===== config.mk =====
export PLATFORM = sky130hd
export DESIGN_NAME = amsgu_ctrl
export DESIGN_NICKNAME = d
export VERILOG_FILES = /design/src/amsgu_pkg.sv /design/src/amsgu_ctrl.sv
export SDC_FILE = /design/constraint.sdc
export NUM_CORES = 1
export LEC_CHECK = 0
export BUFFER_PORTS_ARGS = -buffer_cell sky130_fd_sc_hd__buf_4
export CAP_MARGIN = 30
export CORE_AREA = 2 2 39 41
export DETAILED_ROUTE_END_ITERATION = 8
export DIE_AREA = 0 0 41 43
export GPL_ROUTABILITY_DRIVEN = 0
export GPL_TIMING_DRIVEN = 0
export HOLD_SLACK_MARGIN = 0.03
export PLACE_DENSITY = 0.72
export REMOVE_ABC_BUFFERS = 1
export SLEW_MARGIN = 25
export SYNTH_ARGS = -nofsm -noshare
export SYNTH_HDL_FRONTEND = slang
export SYNTH_SLANG_ARGS = --single-unit
export TNS_END_PERCENT = 10

===== constraint.sdc =====
create_clock -name clk -period 5.2 [get_ports clk]
set_clock_uncertainty 0.05 [all_clocks]
set_input_delay 0.26 -clock clk [delete_from_list [all_inputs] [get_ports clk]]
set_output_delay 0.26 -clock clk [all_outputs]
set_load 0.02 [all_outputs]

===== src/amsgu_pkg.sv =====
// ----------------------------------------------------------------------------
// AMSGrad update package
// Shared widths, datapath command codes and controller/datapath structs.
// ----------------------------------------------------------------------------
package amsgu_pkg;

    localparam int DataW = 32;
    localparam int IdxW  = 12;
    localparam int LrW   = 24;
    localparam int BetaW = 16;
    localparam int CfgW  = 24;
    localparam int CfgIdxW = 2;

    localparam logic [CfgIdxW-1:0] REG_LR   = 2'd0;
    localparam logic [CfgIdxW-1:0] REG_B1   = 2'd1;
    localparam logic [CfgIdxW-1:0] REG_B2   = 2'd2;
    localparam logic [CfgIdxW-1:0] REG_EPS  = 2'd3;

    localparam logic [LrW-1:0]   LR_RST  = 24'd16777;
    localparam logic [BetaW-1:0] B1_RST  = 16'd58982;
    localparam logic [BetaW-1:0] B2_RST  = 16'd65470;
    localparam logic [BetaW-1:0] EPS_RST = 16'd43;

    // divider quotient bits per operation, and root bits
    localparam logic [6:0] STEPS_MC  = 7'd40;
    localparam logic [6:0] STEPS_VC  = 7'd33;
    localparam logic [6:0] STEPS_DL  = 7'd43;
    localparam logic [5:0] STEPS_SQRT = 6'd36;

    typedef logic [4:0] op_t;

    localparam op_t OP_NOP   = 5'd0;
    localparam op_t OP_CLEAR = 5'd1;
    localparam op_t OP_LOAD  = 5'd2;
    localparam op_t OP_SLOT  = 5'd3;
    localparam op_t OP_PW1   = 5'd4;
    localparam op_t OP_PW2   = 5'd5;
    localparam op_t OP_M1    = 5'd6;
    localparam op_t OP_M2    = 5'd7;
    localparam op_t OP_M3    = 5'd8;
    localparam op_t OP_G2    = 5'd9;
    localparam op_t OP_V1    = 5'd10;
    localparam op_t OP_V2    = 5'd11;
    localparam op_t OP_MC    = 5'd12;
    localparam op_t OP_VC    = 5'd13;
    localparam op_t OP_SQ    = 5'd14;
    localparam op_t OP_L1    = 5'd15;
    localparam op_t OP_L2    = 5'd16;
    localparam op_t OP_L3    = 5'd17;
    localparam op_t OP_DL    = 5'd18;
    localparam op_t OP_OUT   = 5'd19;

    typedef struct packed {
        op_t op;
    } cmd_t;

    typedef struct packed {
        logic div_busy;
        logic sqrt_busy;
        logic out_free;
        logic clr_last;
    } sts_t;

endpackage


===== src/amsgu_ctrl.sv =====
// ----------------------------------------------------------------------------
// AMSGrad controller
// Sequences the clear sweep and the per-element datapath steps.
// ----------------------------------------------------------------------------
module amsgu_ctrl
    import amsgu_pkg::*;
(
    input  logic clk,
    input  logic rst_n,
    input  logic item_valid,
    output logic item_ready,
    input  sts_t sts,
    output cmd_t cmd
);

    localparam logic [4:0] S_CLEAR = 5'd0;
    localparam logic [4:0] S_IDLE  = 5'd1;
    localparam logic [4:0] S_MODW  = 5'd2;
    localparam logic [4:0] S_SLOT  = 5'd3;
    localparam logic [4:0] S_PW1   = 5'd4;
    localparam logic [4:0] S_PW2   = 5'd5;
    localparam logic [4:0] S_M1    = 5'd6;
    localparam logic [4:0] S_M2    = 5'd7;
    localparam logic [4:0] S_M3    = 5'd8;
    localparam logic [4:0] S_G2    = 5'd9;
    localparam logic [4:0] S_V1    = 5'd10;
    localparam logic [4:0] S_V2    = 5'd11;
    localparam logic [4:0] S_MC    = 5'd12;
    localparam logic [4:0] S_MCW   = 5'd13;
    localparam logic [4:0] S_VC    = 5'd14;
    localparam logic [4:0] S_VCW   = 5'd15;
    localparam logic [4:0] S_SQ    = 5'd16;
    localparam logic [4:0] S_SQW   = 5'd17;
    localparam logic [4:0] S_L1    = 5'd18;
    localparam logic [4:0] S_L2    = 5'd19;
    localparam logic [4:0] S_L3    = 5'd20;
    localparam logic [4:0] S_DL    = 5'd21;
    localparam logic [4:0] S_DLW   = 5'd22;
    localparam logic [4:0] S_OUT   = 5'd23;

    logic [4:0] state_reg;
    logic [4:0] state_next;
    logic       accept;

    assign item_ready = state_reg == S_IDLE;
    assign accept     = item_valid && item_ready;

    always_comb
    begin
        state_next = state_reg;
        cmd.op     = OP_NOP;
        case (state_reg)
            S_CLEAR:
            begin
                cmd.op = OP_CLEAR;
                if (sts.clr_last)
                    state_next = S_IDLE;
            end
            S_IDLE:
            begin
                if (accept)
                begin
                    cmd.op     = OP_LOAD;
                    state_next = S_MODW;
                end
            end
            S_MODW:  if (!sts.div_busy) state_next = S_SLOT;
            S_SLOT:  begin cmd.op = OP_SLOT; state_next = S_PW1; end
            S_PW1:   begin cmd.op = OP_PW1;  state_next = S_PW2; end
            S_PW2:   begin cmd.op = OP_PW2;  state_next = S_M1;  end
            S_M1:    begin cmd.op = OP_M1;   state_next = S_M2;  end
            S_M2:    begin cmd.op = OP_M2;   state_next = S_M3;  end
            S_M3:    begin cmd.op = OP_M3;   state_next = S_G2;  end
            S_G2:    begin cmd.op = OP_G2;   state_next = S_V1;  end
            S_V1:    begin cmd.op = OP_V1;   state_next = S_V2;  end
            S_V2:    begin cmd.op = OP_V2;   state_next = S_MC;  end
            S_MC:    begin cmd.op = OP_MC;   state_next = S_MCW; end
            S_MCW:   if (!sts.div_busy) state_next = S_VC;
            S_VC:    begin cmd.op = OP_VC;   state_next = S_VCW; end
            S_VCW:   if (!sts.div_busy) state_next = S_SQ;
            S_SQ:    begin cmd.op = OP_SQ;   state_next = S_SQW; end
            S_SQW:   if (!sts.sqrt_busy) state_next = S_L1;
            S_L1:    begin cmd.op = OP_L1;   state_next = S_L2;  end
            S_L2:    begin cmd.op = OP_L2;   state_next = S_L3;  end
            S_L3:    begin cmd.op = OP_L3;   state_next = S_DL;  end
            S_DL:    begin cmd.op = OP_DL;   state_next = S_DLW; end
            S_DLW:   if (!sts.div_busy) state_next = S_OUT;
            S_OUT:
            begin
                if (sts.out_free)
                begin
                    cmd.op     = OP_OUT;
                    state_next = S_IDLE;
                end
            end
            default: state_next = S_IDLE;
        endcase
    end

    always_ff @(posedge clk or negedge rst_n)
    begin
        if (!rst_n)
            state_reg <= S_CLEAR;
        else
            state_reg <= state_next;
    end

    a_accept_loads: assert property (@(posedge clk) disable iff (!rst_n)
        accept |=> (state_reg == S_MODW))
        else $error("request not loaded after accept");

    a_idle_units_quiet: assert property (@(posedge clk) disable iff (!rst_n)
        (state_reg == S_IDLE) |-> (!sts.div_busy && !sts.sqrt_busy))
        else $error("arithmetic unit busy while idle");

    a_out_hold: assert property (@(posedge clk) disable iff (!rst_n)
        (state_reg == S_OUT && !sts.out_free) |=> state_reg == S_OUT)
        else $error("result dropped while output register full");

endmodule

[After elaboration in Yosys (flattened, before gate mapping)]
Cells that the tools add are included.
Storage, ports and cells
  register bits after elaboration: 5
  output and inout bits: 6
  input bits: 7
Cells by class
  eq/ne operators: 31
  reduce and logical (&&, ||, !) cells: 3
  muxes and demuxes: 12
Operators by type and width (number)
  5-bit one-hot mux with 24 select lines: 1
  5-bit one-hot mux with 19 select lines: 1
  5-bit 2-to-1 mux: 9
  5-bit by 4-bit == test with 1-bit output, second input constant: 8
  5-bit == test, second input constant: 8
  5-bit by 3-bit == test with 1-bit output, second input constant: 4
  2-bit != test, second input constant: 7
  5-bit by 2-bit == test with 1-bit output, second input constant: 2
  8-bit AND reduction: 1
  5-bit by 1-bit == test with 1-bit output, second input constant: 1
  5-bit logical NOT: 1
  2-bit 2-to-1 mux: 1
  2-bit by 1-bit != test with 1-bit output, second input constant: 1
  1-bit logical AND: 1

[Logic depth before layout (Yosys ltp)]
  depth after elaboration: 4
  depth in mapped cells: 6
  depth with buffers taken out: 4

[Worst setup path after synthesis]
OpenSTA, ideal clock, no wires.
  kind: flip-flop to flip-flop
  start: reg state_reg[0]
  end: reg state_reg[0]
  cell stages (with the launch flop): 7
  setup slack: 3210 ps
  data arrival time: 1815 ps
  clock period less this slack: 1990 ps
  path buffers: 2
  library setup time: 125 ps
  path through: dfrtp_1 buf_6 and3_1 o211a_1 or4_1 buf_2 mux2_4
Between the ends
  word-level cells in the longest chain between the ends: 4
  elaborated cells between the ends (all ways): 35
  classes of those cells: 31 x eq/ne; 1 x mux; 3 x reduce/logical
Ends and longest elaborated chain
  start, declared: line amsgu_ctrl.sv:41  | logic [4:0] state_reg;
  start signal, assigned: line amsgu_ctrl.sv:105  | state_reg <= state_next;
  5-bit by 1-bit == test with 1-bit output: line amsgu_ctrl.sv:45, amsgu_ctrl.sv:52
  1-bit logical AND: line amsgu_ctrl.sv:46  | assign accept = item_valid && item_ready;
  2-bit by 1-bit != test with 1-bit output (no source line)
  8-bit AND reduction (no source line)
Several ways; a longest one is shown, not always the timed one.
A chain may end at the register's enable or synchronous reset.

[Worst setup path in the final report]
Same ends and word-level chain as after synthesis.

==> flow_summary.html <==
<table>
<tr><th>Metric</th><th>Value</th></tr>
<tr><th colspan="2">Final layout</th></tr>
<tr><td>Antenna cells</td><td>0</td></tr>
<tr><td>Fill cells</td><td>138</td></tr>
<tr><td>Area growth from synthesis to layout</td><td>19.6%</td></tr>
<tr><td>Final design instance area without fill</td><td>671 um^2</td></tr>
<tr><td>Most common cell after layout, fill and taps aside</td><td>sky130_fd_sc_hd__buf_4</td></tr>
<tr><td>Commonest cells after routing, fill and taps aside</td><td>sky130_fd_sc_hd__buf_4 (12), sky130_fd_sc_hd__dfrtp_1 (5)</td></tr>
<tr><td>Layout cells sized above 1</td><td>21.0%</td></tr>
<tr><td>Final layout net count</td><td>89</td></tr>
<tr><td>Flip-flop count of the largest register after layout</td><td>5</td></tr>
<tr><th colspan="2">STA</th></tr>
<tr><td>Worst Max-Slew Pin Slew</td><td>0.674 ns</td></tr>
<tr><td>Setup-failing EPs final</td><td>0</td></tr>
<tr><td>Final cycle utilization of the critical path</td><td>46.0%</td></tr>
<tr><td>Final count of hold timing violations</td><td>0</td></tr>
<tr><td>Worst slack on hold paths</td><td>0.299 ns</td></tr>
<tr><td>Worst max-slew margin expressed relative to the limit</td><td>53.9%</td></tr>
<tr><td>Setup TNS</td><td>0 ns</td></tr>
<tr><td>Final Max Tran Viols</td><td>0</td></tr>
<tr><td>RSZ-0062 raised after global routing</td><td>false</td></tr>
<tr><td>Clock period minus worst slack</td><td>2.39 ns</td></tr>
<tr><td>Timing-limited maximum frequency</td><td>418 MHz</td></tr>
<tr><th colspan="2">Routing</th></tr>
<tr><td>Antenna Violating Nets Remaining</td><td>0</td></tr>
<tr><td>Overall via count from detail_route</td><td>580</td></tr>
<tr><td>Met3 WL</td><td>54 um</td></tr>
<tr><td>1st-pass router iterations</td><td>4</td></tr>
<tr><td>Average vias per placed instance</td><td>5.98</td></tr>
<tr><td>Detailed router's first-iteration violation count</td><td>12</td></tr>
<tr><td>WL met1</td><td>570 um</td></tr>
<tr><td>Topmost layer with routed signal wires</td><td>met4</td></tr>
<tr><td>Sum of routed wire length over all layers</td><td>1270 um</td></tr>
<tr><td>Number of remaining DRC errors</td><td>0</td></tr>
<tr><td>DR WL/cell</td><td>13.1 um</td></tr>
<tr><td>Met2 Wirelength</td><td>627 um</td></tr>
<tr><th colspan="2">Yosys</th></tr>
<tr><td>Synthesized flop and latch total</td><td>5</td></tr>
<tr><td>Register area share after synthesis</td><td>22.3%</td></tr>
<tr><td>Top-area cell type share of the netlist area</td><td>22.3%</td></tr>
<tr><td>Syn. warnings</td><td>0</td></tr>
<tr><td>Area leader, netlist</td><td>sky130_fd_sc_hd__dfrtp_1</td></tr>
<tr><td>Cell area after synthesis</td><td>561 um^2</td></tr>
<tr><td>Post-synthesis cell count</td><td>71</td></tr>
<tr><td>Number of unique standard cell types used by synthesis</td><td>36</td></tr>
<tr><td>Per-instance average area after synthesis</td><td>7.89 um^2</td></tr>
<tr><td>Largest cells by area after synthesis</td><td>sky130_fd_sc_hd__dfrtp_1 (22%), sky130_fd_sc_hd__a22o_1 (4.7%), sky130_fd_sc_hd__nand3_1 (3.6%)</td></tr>
<tr><th colspan="2">Floorplanning</th></tr>
<tr><td>Cell Rows</td><td>14</td></tr>
<tr><td>Core region area</td><td>1380 um^2</td></tr>
<tr><td>Die width</td><td>41 um</td></tr>
<tr><td>Area of the die</td><td>1760 um^2</td></tr>
<tr><td>Die Y</td><td>43 um</td></tr>
<tr><td>I/O Pins</td><td>13</td></tr>
<tr><td>Initial Utilization</td><td>40.5%</td></tr>
<tr><th colspan="2">Clock tree</th></tr>
<tr><td>Clock latency on the worst-skew pair</td><td>0.24 ns</td></tr>
<tr><td>Post-CTS setup buffer count</td><td>0</td></tr>
<tr><td>Clock buffer depth</td><td>2</td></tr>
<tr><td>Cell at the root of the clock tree</td><td>sky130_fd_sc_hd__clkbuf_4</td></tr>
<tr><td>Total clock sinks</td><td>5</td></tr>
<tr><td>TritonCTS clock tree</td><td>yes</td></tr>
<tr><td>Number of buffers created by CTS</td><td>3</td></tr>
<tr><td>Reg clk slew, reported paths</td><td>0.05 ns</td></tr>
<tr><td># H-tree levels</td><td>1</td></tr>
<tr><th colspan="2">Critical path</th></tr>
<tr><td>Required time worst endpoint</td><td>5.28 ns</td></tr>
<tr><td>Critical Path Fanout Max</td><td>23</td></tr>
<tr><td>Category of the worst setup path capture point</td><td>register</td></tr>
<tr><td>Crit-path max cell delay</td><td>0.70 ns</td></tr>
<tr><td>CP arrival</td><td>2.47 ns</td></tr>
<tr><td>Cells traversed along the worst timing path</td><td>or2b_1 -&gt; a2111oi_0 -&gt; or4_1 -&gt; mux2_4</td></tr>
<tr><td>Kind of start point of the critical path</td><td>register</td></tr>
<tr><td>Worst Path Class, Setup</td><td>register to register</td></tr>
<tr><td>Cell at the slowest stage of the critical path</td><td>sky130_fd_sc_hd__dfrtp_1</td></tr>
<tr><th colspan="2">Global route</th></tr>
<tr><td>Tot GR Track Use</td><td>17.6%</td></tr>
<tr><td>Initial antenna violation count</td><td>0</td></tr>
<tr><td>Residual overflow from global routing</td><td>0</td></tr>
<tr><td>Maximum number of pins on one net before global-route repair</td><td>24</td></tr>
<tr><td>First-pass GRT wire length</td><td>2190 um</td></tr>
<tr><td>Via count of the first global-routing pass</td><td>541</td></tr>
<tr><th colspan="2">Placed design</th></tr>
<tr><td>DP Area</td><td>634 um^2</td></tr>
<tr><td>Number of I/O port buffers</td><td>12</td></tr>
<tr><th colspan="2">Run status</th></tr>
<tr><td>Status</td><td>complete, no violations</td></tr>
<tr><th colspan="2">Power and ir drop</th></tr>
<tr><td>Cell Pwr Density</td><td>771 nW/um^2</td></tr>
<tr><td>Total Power Consumption</td><td>0.517 mW</td></tr>
<tr><td>Worst voltage drop across the vdd grid</td><td>0.250 mV</td></tr>
<tr><td>Leakage dissipation</td><td>0.291 nW</td></tr>
<tr><th colspan="2">Hold path</th></tr>
<tr><td>Worst min-delay path category</td><td>input port to asynchronous set/reset pin</td></tr>
<tr><th colspan="2">Job</th></tr>
<tr><td>Max-capacitance violation count</td><td>0</td></tr>
</table>
[report_power, final]
part	leakage [nW]	internal, mW	total [mW]	switching [mW]
clock	0.0150	0.0291	0.0462	0.0171
sequential	0.0604	0.0597	0.147	0.0874
combinational	0.216	0.169	0.324	0.155
total	0.291	0.258	0.517	0.259
[per-stage QoR]
| stage | instances | setup WS, ns | util, % |
|---|---|---|---|
| after floorplan | 64 | 3.10 | - |
| after detailed placement | 92 | 2.81 | 45.8 |
| final | 97 | 2.81 | 48.5 |
| after global placement | 92 | 2.83 | 45.8 |
| after global routing | 97 | 2.66 | 48.5 |
| after CTS | 97 | 2.79 | 48.5 |
[path summary, 6_finish.rpt]
check	startpoint	end	slack, ns	cells after the start
min reg2reg	state_reg[1]	state_reg[1]	0.77	2
max	state_reg[0]	state_reg[0]	2.81	4
max in group asynchronous	rst_n	state_reg[0]	4.69	2
max reg2reg	state_reg[0]	state_reg[0]	2.81	4
min in group clk	sts[3]	state_reg[1]	0.39	4
min	rst_n	state_reg[4]	0.30	2
[cell families (layout without fill, tap and decap cells)]
family / Yosys count / count (layout) / synth area share [%]
XOR/XNOR: 3 / 3 / 4.69
AND/OR/NAND/NOR: 26 / 26 / 27.7
AO/OA/AOI/OAI: 23 / 23 / 29.7
buffers and inverters: 11 / 21 / 9.15
flip-flops: 5 / 5 / 22.3
multiplexers: 3 / 3 / 6.47
[critical path, delay by kind of cell, from the launching register on]
| kind | cells | cell delay, ns |
|---|---|---|
| compound gates | 1 | 0.60 |
| simple gates | 2 | 0.60 |
| mux | 1 | 0.31 |
| flops | 1 | 0.70 |
[synthesized netlist by cell type]
| master | instances |
|---|---|
| sky130_fd_sc_hd__nor4bb_1 | 1 |
| sky130_fd_sc_hd__or4_1 | 1 |
| sky130_fd_sc_hd__o211ai_1 | 2 |
| sky130_fd_sc_hd__a2111oi_0 | 2 |
| sky130_fd_sc_hd__xnor2_1 | 2 |
| sky130_fd_sc_hd__mux2_4 | 1 |
| sky130_fd_sc_hd__nand2_1 | 4 |
| sky130_fd_sc_hd__o31ai_1 | 1 |
| sky130_fd_sc_hd__and2_1 | 2 |
| sky130_fd_sc_hd__buf_6 | 1 |
| sky130_fd_sc_hd__xor2_1 | 1 |
| sky130_fd_sc_hd__and3_1 | 1 |
| sky130_fd_sc_hd__nor2b_1 | 1 |
| sky130_fd_sc_hd__o32ai_1 | 1 |
| sky130_fd_sc_hd__nor4b_1 | 2 |
| sky130_fd_sc_hd__or3_1 | 2 |
| sky130_fd_sc_hd__nand2b_1 | 3 |
| sky130_fd_sc_hd__a31oi_1 | 1 |
| sky130_fd_sc_hd__a211oi_1 | 1 |
| sky130_fd_sc_hd__o21ai_0 | 4 |
| sky130_fd_sc_hd__o211a_1 | 1 |
| sky130_fd_sc_hd__nand3_1 | 4 |
| sky130_fd_sc_hd__mux2i_1 | 1 |
| sky130_fd_sc_hd__or2b_1 | 2 |
| sky130_fd_sc_hd__inv_1 | 4 |
| sky130_fd_sc_hd__a21oi_1 | 2 |
| sky130_fd_sc_hd__nor4_1 | 1 |
| sky130_fd_sc_hd__a22o_1 | 3 |
| sky130_fd_sc_hd__nor2_1 | 2 |
| sky130_fd_sc_hd__a2111oi_1 | 1 |
| sky130_fd_sc_hd__buf_2 | 2 |
| sky130_fd_sc_hd__dfrtp_1 | 5 |
| sky130_fd_sc_hd__o22ai_1 | 3 |
| sky130_fd_sc_hd__mux2_2 | 1 |
| sky130_fd_sc_hd__clkbuf_1 | 4 |
| sky130_fd_sc_hd__o41ai_1 | 1 |
[area by class of cell]
cell class	instances	area (um^2)	area share (%)
Tap cell	16	20.0	2.99
Clock buffer	4	26.3	3.92
Timing Repair Buffer	13	100	14.9
Multi-Input combinational cell	55	384	57.3
Inverter	4	15.0	2.24
Sequential cell	5	125	18.7
[routing by layer]
layer | up-vias | global-route usage (%)
met5 | - | 0
met4 | 0 | 8.00
met3 | 4 | 1.57
li1 | 293 | -
met1 | 267 | 22.3
met2 | 16 | 28.4
[what timing repair did]
action / CTS / global route
gates resized for setup: 0 / 0
endpoints found under the hold margin: 5 / 0
hold buffers: 1 / 0
Power figures use the tool's default switching activity.
